File: src/rtl/core/npqb_pkg.sv
// ----------------------------------------------------------------------------
// npqb_pkg
// shared constants, the job record between front and back, and a sign helper
// ----------------------------------------------------------------------------
package npqb_pkg;

	localparam int COORD_BITS  = 16;
	localparam int DEPTH_LIMIT = 24;
	localparam int T_FRAC      = 24;
	localparam int OUT_FRAC    = 8;
	localparam int GUARD_BITS  = 58 - 2 * COORD_BITS;
	localparam int U_FRAC      = DEPTH_LIMIT + 1;
	localparam int LEVELS      = DEPTH_LIMIT + 2;
	localparam int DIFF_BITS   = COORD_BITS + 1;
	localparam int PROD_BITS   = 2 * DIFF_BITS;
	localparam int DOT_BITS    = PROD_BITS + 1;
	localparam int WRAW_BITS   = DOT_BITS + 2;
	localparam int W_BITS      = 63;
	localparam int OUT_BITS    = COORD_BITS + OUT_FRAC;
	localparam int DIST_BITS   = 25;
	localparam int DSQ_BITS    = 50;
	localparam int DEPTH_BITS  = $clog2(DEPTH_LIMIT + 1);
	localparam int SP_BITS     = $clog2(LEVELS);

	// one classified item, as handed from front to back
	typedef struct packed {
		logic signed [COORD_BITS-1:0] q_x;
		logic signed [COORD_BITS-1:0] q_y;
		logic signed [COORD_BITS-1:0] s_x;
		logic signed [COORD_BITS-1:0] s_y;
		logic signed [COORD_BITS-1:0] c_x;
		logic signed [COORD_BITS-1:0] c_y;
		logic signed [COORD_BITS-1:0] e_x;
		logic signed [COORD_BITS-1:0] e_y;
		logic signed [WRAW_BITS-1:0]  w0;
		logic signed [WRAW_BITS-1:0]  w1;
		logic signed [WRAW_BITS-1:0]  w2;
		logic signed [WRAW_BITS-1:0]  w3;
		logic signed [OUT_BITS-1:0]   best_x;
		logic signed [OUT_BITS-1:0]   best_y;
		logic [DSQ_BITS-1:0]          best_dsq;
		logic                         has_roots;
	} job_t;

	// any sign change among four control values, given their sign bits
	function automatic logic any_flip(input logic [3:0] neg);
		return (neg[0] ^ neg[1]) | (neg[1] ^ neg[2]) | (neg[2] ^ neg[3]);
	endfunction

endpackage

File: src/rtl/core/npqb_fifo.sv
// ----------------------------------------------------------------------------
// npqb_fifo
// two-entry job queue between front and back
// ----------------------------------------------------------------------------
module npqb_fifo (
	input  logic           clk,
	input  logic           arst_n,
	input  logic           push,
	input  npqb_pkg::job_t wr_data,
	output logic           full,
	input  logic           pop,
	output npqb_pkg::job_t rd_data,
	output logic           empty
);
	import npqb_pkg::*;

	job_t       mem_q [2];
	logic       wp_q, rp_q;
	logic [1:0] cnt_q;

	always_ff @(posedge clk or negedge arst_n) begin
		if (!arst_n) begin
			wp_q  <= 1'b0;
			rp_q  <= 1'b0;
			cnt_q <= '0;
		end else begin
			if (push) wp_q <= !wp_q;
			if (pop)  rp_q <= !rp_q;
			cnt_q <= cnt_q + {1'b0, push} - {1'b0, pop};
		end
	end

	always_ff @(posedge clk) begin
		if (push) mem_q[wp_q] <= wr_data;
	end

	assign rd_data = mem_q[rp_q];
	assign full    = (cnt_q == 2'd2);
	assign empty   = (cnt_q == 2'd0);

endmodule

File: config.mk
export PLATFORM = sky130hd
export DESIGN_NAME = npqb_fifo
export DESIGN_NICKNAME = d
export VERILOG_FILES = /design/src/rtl/core/npqb_pkg.sv /design/src/rtl/core/npqb_fifo.sv
export SDC_FILE = /design/constraint.sdc
export NUM_CORES = 1
export LEC_CHECK = 0
export BUFFER_PORTS_ARGS = -buffer_cell sky130_fd_sc_hd__buf_2
export CORE_AREA = 2 2 296 298
export CTS_BUF_LIST = sky130_fd_sc_hd__clkbuf_8
export DETAILED_ROUTE_END_ITERATION = 8
export DIE_AREA = 0 0 298 300
export GPL_TIMING_DRIVEN = 0
export SYNTH_ARGS = -nofsm -noshare
export SYNTH_HDL_FRONTEND = slang
export SYNTH_SLANG_ARGS = --single-unit
File: constraint.sdc
create_clock -name clk -period 27.7 [get_ports clk]
set_input_delay 0 -clock clk [delete_from_list [all_inputs] [get_ports clk]]
set_output_delay 0 -clock clk [all_outputs]
set_load 0.01 [all_outputs]
==> out/qor.yml, run 1 <==
status: "stopped before the end"
stop_stage: "clock tree synthesis"
error: "[ERROR RSZ-0060] Max buffer count reached."
synthCells: 1182
initial_core_util: 0.3331
ys_seq_elements: 754
synth.area.top_cells: "edfxtp_1 (78%), mux2_4 (18%), mux2_2 (1.4%)"
synth.area.mux_share: 0.1915
root_buffer: "clkbuf_8"
avgSynthCellArea_um2: 24.30
synth_top_family_by_area: "multiplexers"
die_h_um: 300
cts_max_level: 4
yosysUniqueCellTypes: 14
clock-sinks: 754
cts_buffer_depth: 3
top_level_ports: 756
synth_top_area_frac: 0.7842
synth_compound_area_frac: 0
synth_xor_area_frac: 0.001438
netlist.top_cell.by_area: "edfxtp_1"
die_w_um: 298
hold_buffers: 669
synthSimpleGateAreaFrac: 0.0007842
cts.repair.resized: 0
cts_buffers: 131
yosysWarnings: 0
rows: 108
synth-adder-area-share: 0.0008713
gp_congestion: 0.7934
syn_area_um2: 28720
yosysSeqAreaShare: 0.7877
cts_setup_buffers: 0
dp_hpwl_mm: 51.57
synth.net_count: 1563
numPortBuffers: 755
## cells by family after synthesis
| logic type | count (synthesis) |
|---|---|
| flip-flops | 754 |
| XOR/XNOR | 3 |
| AND/OR/NAND/NOR | 4 |
| adder cells (fa/ha/maj) | 2 |
| multiplexers | 375 |
| buffers and inverters | 44 |
## stage by stage
step	cells	instance area, µm²	worst slack [ns]
3_5_place_dp	3113	34430	24.91
3_3_place_gp	3092	33940	0.1764
2_1_floorplan	1182	28720	9.628
## Yosys cell counts (all sizes together)
cell	n
and2	1
buf	42
mux2	375
dfrtp	4
edfxtp	750
nor2b	2
xor2	2
xor3	1
inv	2
ha	2
nor2	1
==> run 2: changes to the inputs <==
--- a/config.mk
+++ b/config.mk
@@ -6,11 +6,10 @@
 export NUM_CORES = 1
 export LEC_CHECK = 0
 export BUFFER_PORTS_ARGS = -buffer_cell sky130_fd_sc_hd__buf_2
-export CORE_AREA = 2 2 296 298
-export CTS_BUF_LIST = sky130_fd_sc_hd__clkbuf_8
+export CORE_UTILIZATION = 25
 export DETAILED_ROUTE_END_ITERATION = 8
-export DIE_AREA = 0 0 298 300
 export GPL_TIMING_DRIVEN = 0
+export PLACE_DENSITY_LB_ADDON = 0.15
 export SYNTH_ARGS = -nofsm -noshare
 export SYNTH_HDL_FRONTEND = slang
 export SYNTH_SLANG_ARGS = --single-unit
==> run 2 against run 1 <==
  * The run now ends clean
  * Synthesized cell count unchanged
  * Synthesized area is the same
==> out/qor.yml, run 2 <==
core_area_um2: 113300
grt_use_met2: 0.2287
p_sw_w: 0.001184
synth.area.top_cells: "edfxtp_1 (78%), mux2_4 (18%), mux2_2 (1.4%)"
critPathBufInv: 6
root_buffer: "clkbuf_16"
power_density_nw_per_um2: 98.05
first_global_vias: 17210
rsz0062_at_grt: "false"
yosysMostFrequentCell: "edfxtp_1"
reg.largest.list: "mem_q: 750 flops, cnt_q: 2 flops"
worstPathArrival_ns: 3.21
maxSlewHeadroom: 0.4595
clkPwrFrac: 0.280
place_ws_ns: 24.79  # -0.1209 ns
layout_common_cells: "buf_2 (758), edfxtp_1 (750), dlygate4sd3_1 (379)"
drive_above_1_share: 0.5289
drt_wl_total_mm: 74.29
drc: 0
ys_seq_elements: 754  # unchanged
largest_reg_flops: 750
yosysUniqueCellTypes: 14  # unchanged
die_h_um: 340.9  # +14%
cts_setup_buffers: 0  # unchanged
gp_congestion: 0.7397  # -6.8%
synthCells: 1182  # unchanged
largest-register: "mem_q"
comb_power_share: 0.337
finalSetupViolCount: 0
top_level_ports: 756  # unchanged
met1_usage: 0.1291
cts_buffers: 88  # -33%
die_w_um: 340.9  # +14%
fmaxAchievable_ghz: 0.3460
grt.met3_usage: 0.04518
setup_ws_ns: 24.81
status: "complete, no violations"
postPlaceCellArea_um2: 34870  # +1.3%
grt_max_degree: 58
die_area_um2: 116200
cp_slowest_cell: "nor2b_4"
yosysSeqAreaShare: 0.7877  # unchanged
vias: 15690
worst-slew-pin-transition_ns: 0.8090
finalHoldViolations: 0
cts.repair.resized: 0  # unchanged
path_cells: "nor2b_4 -> buf_12 -> buf_12 -> buf_12 -> buf_12 -> buf_12 -> buf_12"
tns_ns: 0
syn_area_um2: 28720  # unchanged
finalCritPeriodShare: 0.1043
clk_pin_slew_worst_paths_ns: 0.06
grt-busiest-layer: "met2"
grt_first_pass_wirelength_mm: 107.7
cp-start-kind: "flop"
power.internal_w: 0.002886
syn_to_final_growth_pct: 44.54
wire_per_inst_um: 18.58
asyncSetResetFlopFracSynth: 0.005305  # unchanged
initial_core_util: 0.2536  # -0.07957
power.leakage_nw: 16.50
multi_input_area_um2: 5598
hold_buffers: 379  # -43%
critPathMaxStageDelay_ns: 0.66
cts_tree: "done"
ant_nets: 0
end_kind: "flop"
final_net_count: 2808
yosysWarnings: 0  # unchanged
grt_usage: 0.1243
clock-sinks: 754  # unchanged
hold_path_class: "input pin to flop"
finClkSkew_ns: 0.01930
period_needed_ns: 2.890
clk_latency_ns: 0.64
required_ns: 28.02
path_max_fanout: 30
synth.net_count: 1563  # unchanged
synth_top_area_frac: 0.7842  # unchanged
netSwitchingFraction: 0.2908
viasPerCell: 3.923
synth_common_cells: "edfxtp_1 (750), mux2_4 (340), mux2_2 (35)"
final-seq-area_um2: 22620
critical_path_class: "flop to flop"
avgSynthCellArea_um2: 24.30  # unchanged
synthFlopType: "edfxtp_1"
final_common_cell: "buf_2"
nFillCells: 10830
dp_hpwl_mm: 53.68  # +4.1%
cpMostUsedCell: "buf_12"
antenna_found_initial: 5
power_frac_seq: 0.382
numPortBuffers: 755  # unchanged
synth_enable_flop_cells: 750  # unchanged
path_delay_family: "buffers and inverters"
drt_iter0_drc: 549
cts_buffer_depth: 3  # unchanged
irDropWorstVdd_mv: 0.05416
drtPass1Iterations: 4
rows: 123  # +14%
final_max_slew_viol_count: 0
grt-ovfl-total: 0
netlist.top_cell.by_area: "edfxtp_1"
cap_violations: 0
fin_area_um2: 41510
cts_max_level: 3  # -1
run 2: cell counts after synthesis:
No cell type changed its count.
run 2: area by class of cell:
class | count | area share
well taps | 1500 | 0.04521
inverters | 2 | 0.0001808
repair buffers | 1155 | 0.1940
plain buffers | 42 | 0.01212
clock buffers | 110 | 0.05657
flip-flops and latches | 754 | 0.5449
diodes | 4 | 0.0002411
clock inverters | 47 | 0.01191
multi-input cells | 384 | 0.1348
run 2: power by group through the flow:
stage	registers (W)	clock network, W	logic (W)
global placement	0.00180	0	0.00132
CTS	0.00156	0.00118	0.00142
floorplan	0.00170	0	0.000835
global route	0.00157	0.00122	0.00147
finish	0.00156	0.00114	0.00137
detailed placement	0.00158	0	0.00137
run 2: cell families (layout without fill, tap and decap cells):
family	count (synthesis)	count (layout)	synth area share
multiplexers	375	375	0.1915
buffers and inverters	44	1356	0.01777
adder cells (fa/ha/maj)	2	2	0.0008712
XOR/XNOR	3	3	0.001438
other	0	4	0
flip-flops	754	754	0.7877
AND/OR/NAND/NOR	4	4	0.0007841
run 2: layer usage:
layer / vias up / wire length, µm
met5: - / 27
li1: 7247 / -
met4: 4 / 1883
met3: 114 / 5791
met1: 7823 / 26760
met2: 498 / 39830
run 2: worst reg2reg max path, delay by kind of cell, from the launching register on:
kind	cells	cell delay [ns]
buffers and inverters	6	1.48
flip-flops	1	0.43
AND/OR/NAND/NOR	1	0.66
run 2: worst paths after layout:
check / slack (ns) / startpoint / cells after the start / endpoint
max: 24.81 / wp_q / 7 / mem_q[0][152]
min: 0.08 / wr_data[8] / 2 / mem_q[0][8]
max reg2reg: 24.81 / wp_q / 7 / mem_q[0][152]
min reg2reg: 0.56 / wp_q / 1 / wp_q
max in group asynchronous: 27.22 / arst_n / 3 / cnt_q[1]
min in group asynchronous: 0.31 / arst_n / 3 / cnt_q[0]
run 2: metrics by stage:
step,total power (W),hold slack (ns),std cells,util
global route,0.004265,0.03375,3997,0.3665
CTS,0.004161,0.01273,3994,0.3664
finish,0.004070,0.08469,3998,0.3665
floorplan,0.002538,-0.2956,1182,-
global placement,0.003119,-0.1876,3437,0.3035
detailed placement,0.002949,-0.1851,3458,0.3078
(Power assumes the default switching activity.)
