--- src/rtl/core/npqb_pkg.sv ---
// ----------------------------------------------------------------------------
// npqb_pkg
// shared constants, the job record between front and back, and a sign helper
// ----------------------------------------------------------------------------
package npqb_pkg;

	localparam int COORD_BITS  = 16;
	localparam int DEPTH_LIMIT = 24;
	localparam int T_FRAC      = 24;
	localparam int OUT_FRAC    = 8;
	localparam int GUARD_BITS  = 58 - 2 * COORD_BITS;
	localparam int U_FRAC      = DEPTH_LIMIT + 1;
	localparam int LEVELS      = DEPTH_LIMIT + 2;
	localparam int DIFF_BITS   = COORD_BITS + 1;
	localparam int PROD_BITS   = 2 * DIFF_BITS;
	localparam int DOT_BITS    = PROD_BITS + 1;
	localparam int WRAW_BITS   = DOT_BITS + 2;
	localparam int W_BITS      = 63;
	localparam int OUT_BITS    = COORD_BITS + OUT_FRAC;
	localparam int DIST_BITS   = 25;
	localparam int DSQ_BITS    = 50;
	localparam int DEPTH_BITS  = $clog2(DEPTH_LIMIT + 1);
	localparam int SP_BITS     = $clog2(LEVELS);

	// one classified item, as handed from front to back
	typedef struct packed {
		logic signed [COORD_BITS-1:0] q_x;
		logic signed [COORD_BITS-1:0] q_y;
		logic signed [COORD_BITS-1:0] s_x;
		logic signed [COORD_BITS-1:0] s_y;
		logic signed [COORD_BITS-1:0] c_x;
		logic signed [COORD_BITS-1:0] c_y;
		logic signed [COORD_BITS-1:0] e_x;
		logic signed [COORD_BITS-1:0] e_y;
		logic signed [WRAW_BITS-1:0]  w0;
		logic signed [WRAW_BITS-1:0]  w1;
		logic signed [WRAW_BITS-1:0]  w2;
		logic signed [WRAW_BITS-1:0]  w3;
		logic signed [OUT_BITS-1:0]   best_x;
		logic signed [OUT_BITS-1:0]   best_y;
		logic [DSQ_BITS-1:0]          best_dsq;
		logic                         has_roots;
	} job_t;

	// any sign change among four control values, given their sign bits
	function automatic logic any_flip(input logic [3:0] neg);
		return (neg[0] ^ neg[1]) | (neg[1] ^ neg[2]) | (neg[2] ^ neg[3]);
	endfunction

endpackage

--- src/rtl/core/npqb_front.sv ---
// ----------------------------------------------------------------------------
// npqb_front
// takes an item, forms the bernstein values and end point distances, classifies
// ----------------------------------------------------------------------------
module npqb_front (
	input  logic                                    clk,
	input  logic                                    arst_n,
	input  logic                                    start,
	output logic                                    busy,
	input  logic signed [npqb_pkg::COORD_BITS-1:0]  query_x,
	input  logic signed [npqb_pkg::COORD_BITS-1:0]  query_y,
	input  logic signed [npqb_pkg::COORD_BITS-1:0]  start_x,
	input  logic signed [npqb_pkg::COORD_BITS-1:0]  start_y,
	input  logic signed [npqb_pkg::COORD_BITS-1:0]  ctrl_x,
	input  logic signed [npqb_pkg::COORD_BITS-1:0]  ctrl_y,
	input  logic signed [npqb_pkg::COORD_BITS-1:0]  end_x,
	input  logic signed [npqb_pkg::COORD_BITS-1:0]  end_y,
	input  logic                                    full,
	output logic                                    push,
	output npqb_pkg::job_t                          job
);
	import npqb_pkg::*;

	localparam logic [4:0] MUL_STEPS = 5'd16;

	typedef enum logic [1:0] {F_IDLE, F_MUL, F_PUSH} fstate_t;

	fstate_t state_q;
	logic [4:0] step_q;
	logic       acc_en_q;
	logic [3:0] tag_q;

	logic signed [COORD_BITS-1:0] qx_q, qy_q, sx_q, sy_q, cx_q, cy_q, ex_q, ey_q;
	logic signed [PROD_BITS-1:0]  prod_q;
	logic signed [WRAW_BITS-1:0]  w0_q, w1_q, w2_q, w3_q;
	logic signed [DOT_BITS-1:0]   e0_q, e1_q;

	logic signed [DIFF_BITS-1:0] cx0, cy0, cx1, cy1, cx2, cy2, dx0, dy0, dx1, dy1;
	logic signed [DIFF_BITS-1:0] ma, mb;
	logic signed [WRAW_BITS-1:0] pw, pw2, pw3;
	logic start_near;

	assign cx0 = DIFF_BITS'(sx_q) - DIFF_BITS'(qx_q);
	assign cy0 = DIFF_BITS'(sy_q) - DIFF_BITS'(qy_q);
	assign cx1 = DIFF_BITS'(cx_q) - DIFF_BITS'(qx_q);
	assign cy1 = DIFF_BITS'(cy_q) - DIFF_BITS'(qy_q);
	assign cx2 = DIFF_BITS'(ex_q) - DIFF_BITS'(qx_q);
	assign cy2 = DIFF_BITS'(ey_q) - DIFF_BITS'(qy_q);
	assign dx0 = DIFF_BITS'(cx_q) - DIFF_BITS'(sx_q);
	assign dy0 = DIFF_BITS'(cy_q) - DIFF_BITS'(sy_q);
	assign dx1 = DIFF_BITS'(ex_q) - DIFF_BITS'(cx_q);
	assign dy1 = DIFF_BITS'(ey_q) - DIFF_BITS'(cy_q);

	// product schedule: twelve dot-product terms, then the two end distances
	always_comb begin
		unique case (step_q[3:0])
			4'd0:    begin ma = dx0; mb = cx0; end
			4'd1:    begin ma = dy0; mb = cy0; end
			4'd2:    begin ma = dx1; mb = cx0; end
			4'd3:    begin ma = dy1; mb = cy0; end
			4'd4:    begin ma = dx0; mb = cx1; end
			4'd5:    begin ma = dy0; mb = cy1; end
			4'd6:    begin ma = dx1; mb = cx1; end
			4'd7:    begin ma = dy1; mb = cy1; end
			4'd8:    begin ma = dx0; mb = cx2; end
			4'd9:    begin ma = dy0; mb = cy2; end
			4'd10:   begin ma = dx1; mb = cx2; end
			4'd11:   begin ma = dy1; mb = cy2; end
			4'd12:   begin ma = cx0; mb = cx0; end
			4'd13:   begin ma = cy0; mb = cy0; end
			4'd14:   begin ma = cx2; mb = cx2; end
			default: begin ma = cy2; mb = cy2; end
		endcase
	end

	assign pw  = WRAW_BITS'(prod_q);
	assign pw2 = pw <<< 1;
	assign pw3 = pw + pw2;

	always_ff @(posedge clk or negedge arst_n) begin
		if (!arst_n) begin
			state_q  <= F_IDLE;
			step_q   <= '0;
			acc_en_q <= 1'b0;
		end else begin
			unique case (state_q)
				F_IDLE: begin
					acc_en_q <= 1'b0;
					step_q   <= '0;
					if (start) begin
						state_q <= F_MUL;
					end
				end
				F_MUL: begin
					acc_en_q <= (step_q != MUL_STEPS);
					if (step_q == MUL_STEPS) begin
						state_q <= F_PUSH;
					end else begin
						step_q <= step_q + 5'd1;
					end
				end
				F_PUSH: begin
					acc_en_q <= 1'b0;
					if (!full) begin
						state_q <= F_IDLE;
					end
				end
				default: state_q <= F_IDLE;
			endcase
		end
	end

	always_ff @(posedge clk) begin
		if (state_q == F_IDLE && start) begin
			qx_q <= query_x; qy_q <= query_y;
			sx_q <= start_x; sy_q <= start_y;
			cx_q <= ctrl_x;  cy_q <= ctrl_y;
			ex_q <= end_x;   ey_q <= end_y;
			w0_q <= '0; w1_q <= '0; w2_q <= '0; w3_q <= '0;
			e0_q <= '0; e1_q <= '0;
		end else begin
			if (state_q == F_MUL) begin
				prod_q <= ma * mb;
				tag_q  <= step_q[3:0];
			end
			if (acc_en_q) begin
				case (tag_q) inside
					4'd0, 4'd1:                w0_q <= w0_q + pw3;
					4'd2, 4'd3:                w1_q <= w1_q + pw;
					4'd4, 4'd5:                w1_q <= w1_q + pw2;
					4'd6, 4'd7:                w2_q <= w2_q + pw2;
					4'd8, 4'd9:                w2_q <= w2_q + pw;
					4'd10, 4'd11:              w3_q <= w3_q + pw3;
					4'd12, 4'd13:              e0_q <= e0_q + DOT_BITS'(prod_q);
					default:                   e1_q <= e1_q + DOT_BITS'(prod_q);
				endcase
			end
		end
	end

	// start point wins only when strictly nearer
	assign start_near = e0_q < e1_q;

	always_comb begin
		job.q_x       = qx_q; job.q_y = qy_q;
		job.s_x       = sx_q; job.s_y = sy_q;
		job.c_x       = cx_q; job.c_y = cy_q;
		job.e_x       = ex_q; job.e_y = ey_q;
		job.w0        = w0_q; job.w1 = w1_q; job.w2 = w2_q; job.w3 = w3_q;
		job.best_x    = start_near ? {sx_q, {OUT_FRAC{1'b0}}} : {ex_q, {OUT_FRAC{1'b0}}};
		job.best_y    = start_near ? {sy_q, {OUT_FRAC{1'b0}}} : {ey_q, {OUT_FRAC{1'b0}}};
		job.best_dsq  = start_near ? {e0_q[DSQ_BITS-17:0], 16'd0}
		                           : {e1_q[DSQ_BITS-17:0], 16'd0};
		job.has_roots = any_flip({w3_q[WRAW_BITS-1], w2_q[WRAW_BITS-1],
		                          w1_q[WRAW_BITS-1], w0_q[WRAW_BITS-1]});
	end

	assign push = (state_q == F_PUSH) && !full;
	assign busy = (state_q != F_IDLE);

endmodule

--- config.mk ---
export PLATFORM = sky130hd
export DESIGN_NAME = npqb_front
export DESIGN_NICKNAME = d
export VERILOG_FILES = /design/src/rtl/core/npqb_pkg.sv /design/src/rtl/core/npqb_front.sv
export SDC_FILE = /design/constraint.sdc
export NUM_CORES = 2
export LEC_CHECK = 0
export BUFFER_PORTS_ARGS = -buffer_cell sky130_fd_sc_hd__buf_2
export CORE_UTILIZATION = 45
export CTS_CLUSTER_SIZE = 30
export DETAILED_ROUTE_END_ITERATION = 8
export MAX_ROUTING_LAYER = met4
export PLACE_DENSITY = 0.66
export SYNTH_ARGS = -nofsm -noshare
export SYNTH_HDL_FRONTEND = slang
export SYNTH_SLANG_ARGS = --single-unit
--- constraint.sdc ---
create_clock -name clk -period 9.25 [get_ports clk]
set_clock_uncertainty 0.15 [all_clocks]
set_input_delay 0.925 -clock clk [delete_from_list [all_inputs] [get_ports clk]]
set_output_delay 0.925 -clock clk [all_outputs]
set_load 0.01 [all_outputs]
==> flow_metrics.tcl <==
set metrics [dict create \
    drv_slew 0 \
    finalSetupTns_ns 0 \
    synthFlopType "dfxtp_1" \
    grt_pass1_vias 45117 \
    dp_hpwl_um 135900 \
    die_h_um 332.4 \
    routabilityCongestion 1.028 \
    vias_per_cell 5.803 \
    status "completed" \
    end_kind "flop" \
    setup_ws_ns 0.2659 \
    area_delta_synth_final_pct 15.64 \
    remaining_drc_errors 0 \
    cp.arrival_ns 9.22 \
    grt_pass1_wl_um 260500 \
    synthArstFlopShare 0.02046 \
    core_sq_um 107700 \
    grt_usage 0.3098 \
    portBuffers 476 \
    synth-simple-area-share 0.1626 \
    crit_top_cell "fa_1" \
    period_needed_ns 8.984 \
    synth_edf_count 165 \
    wire_per_inst_um 21.36 \
    dieWidth_um 332.4 \
    synth_compound_area_frac 0.2135 \
    grt_max_degree 129 \
    nNetsFinal 7598 \
    fin_util 0.5278 \
    cts_inserted_buffers 50 \
    max_slew.worst_pin.slew_ns 1.107 \
    synthXorXnorAreaFrac 0.07042 \
    fmax_ghz 0.1113 \
    synth.distinct_cells 94 \
    whs_ns 0.2907 \
    drv_cap 0 \
    worst-path-max-fanout 4 \
    floorplan.initialDensity 0.4564 \
    critical-path-top-delay-family "adder cells" \
    critPathRequiredTime_ns 9.49 \
    synth.avg_cell_area_sq_um 8.298 \
    rsz0062_at_grt "true" \
    crit_buf_inv 7 \
    critPathLaunchType "flop" \
    muxShareOfSynthArea 0.01882 \
    io_pins 509 \
    synthCells 5921 \
    grt-ovfl-total 0 \
    root_buffer "clkbuf_16" \
    worstSetupPathType "flop to flop" \
    clk_pin_slew_ns 0.06 \
    max_stage_delay_ns 0.62 \
    finalCritPeriodShare 0.9713 \
    yosysWarnings 0 \
    clk_latency_ns 0.67 \
    rows 120 \
    die_area_sq_um 110500 \
    drive_gt1_frac 0.1594 \
    hold_class "input port to flop" \
    drt_wl_total_um 170800 \
    antenna_found_initial 3 \
    drt-pass1-iter-count 6 \
    ys_seq_area_frac 0.1938 \
    cts_max_level 2 \
    place_ws_ns -0.06007 \
    slowest_stage "fa_2" \
    synth.ff_latch_count 391 \
    synth_top_family_by_area "adder cells" \
    cts_buffer_depth 3 \
    vias 46403 \
    syn_area_sq_um 49130 \
    relSlewSlack 0.2527 \
    synth_fa_ha_area_frac 0.2798 \
    drt_iter0_drc 3332 \
    drtAntennaViolNets 0 \
    hold_viol 0 \
    numClockSinks 391 \
    setup_viol 0 \
    cts_tree "built" \
]
## synth_stat cells, types with 21 or more instances
cell type  count  share of area
a211oi_1      77          0.012
a21o_1       204          0.031
a21oi_1      527          0.054
a221oi_1      21         0.0037
a31oi_1       57         0.0073
and2_1        71         0.0090
and3_1        42         0.0053
buf_4         32         0.0049
clkbuf_1     153          0.012
dfxtp_1      218          0.089
edfxtp_1     165           0.10
fa_1         316           0.13
ha_1         593           0.15
inv_1        562          0.043
mux2_2        67          0.015
nand2_1      622          0.048
nand2b_1      84          0.011
nand3_1       95         0.0097
nand4_1       35         0.0045
nor2_1       445          0.034
nor2b_1       83          0.011
nor3_1       105          0.011
o211ai_1      31         0.0047
o21a_1        77          0.012
o21ai_0      346          0.035
o21bai_1      35         0.0053
o31ai_1       23         0.0035
or2_2         23         0.0029
or3_1         44         0.0056
xnor2_1      244          0.043
xor2_1       151          0.027
## state kept, by name (all words and copies together), names as in the netlist, 34 cells and up
signal and cells:
e0_q 35, e1_q 35, prod_q 34, w0_q 37, w1_q 37, w2_q 37, w3_q 37
## worst paths after layout
check,cells after the start,from,endpoint,slack (ns)
setup / recovery,37,cx_q[0],prod_q[33],0.27
hold / removal,1,start_x[9],sx_q[9],0.29
setup reg to reg,37,cx_q[0],prod_q[33],0.27
hold reg to reg,2,w0_q[23],w0_q[23],0.32
max in group asynchronous,2,arst_n,step_q[2],8.10
min in group asynchronous,2,arst_n,acc_en_q,0.68
## per-layer routing
layer,GRT usage,routed length [um]
met4,0.1460,8896
met1,0.3737,70680
met3,0.04081,10540
met2,0.5115,80700
met5,-,0
## through the flow
| step | std cells | area (sq um) |
|---|---|---|
| after floorplan | 5952 | 49250 |
| after global placement | 7883 | 54570 |
| after detailed placement | 7883 | 54570 |
| after CTS | 7975 | 56220 |
| after global routing | 7997 | 56820 |
| final | 7997 | 56820 |
## cell families after synthesis
logic type | count (synthesis)
compound gates | 1654
xor+xnor | 395
fa+ha+maj | 909
buf+inv | 763
flops | 391
mux | 84
other cells | 1
simple gates | 1724
## placed cells by master (no fill, tap or decap), types with 165 or more instances in the layout
cell        n
a21o_1    204
a21oi_1   512
buf_2     476
buf_4     264
dfxtp_1   218
edfxtp_1  165
fa_1      310
ha_1      583
inv_1     556
nand2_1   619
nor2_1    439
o21ai_0   323
xnor2_1   239
## timing repair
item / 4_1_cts / 5_1_grt
setup endpoints to repair: 3 / 13
hold buffers: 1 / 0
setup buffers: 3 / 22
endpoints found under the hold margin: 8 / 0
pin swaps: 5 / 53
gates resized for setup: 11 / 114
## cell type report
| type | count | area (sq um) |
|---|---|---|
| Multi-Input combinational cell | 4798 | 37260 |
| Inverter | 562 | 2117 |
| Clock buffer | 69 | 1373 |
| Sequential cell | 391 | 9519 |
| Clock inverter | 19 | 210.2 |
| Antenna cell | 1 | 2.502 |
| Tap cell | 1403 | 1755 |
| Fill cell | 10114 | 50840 |
| Timing Repair Buffer | 754 | 4582 |
Power is not shown: default switching activity piles up to over one toggle a cycle in this logic, so the estimate is an artifact.
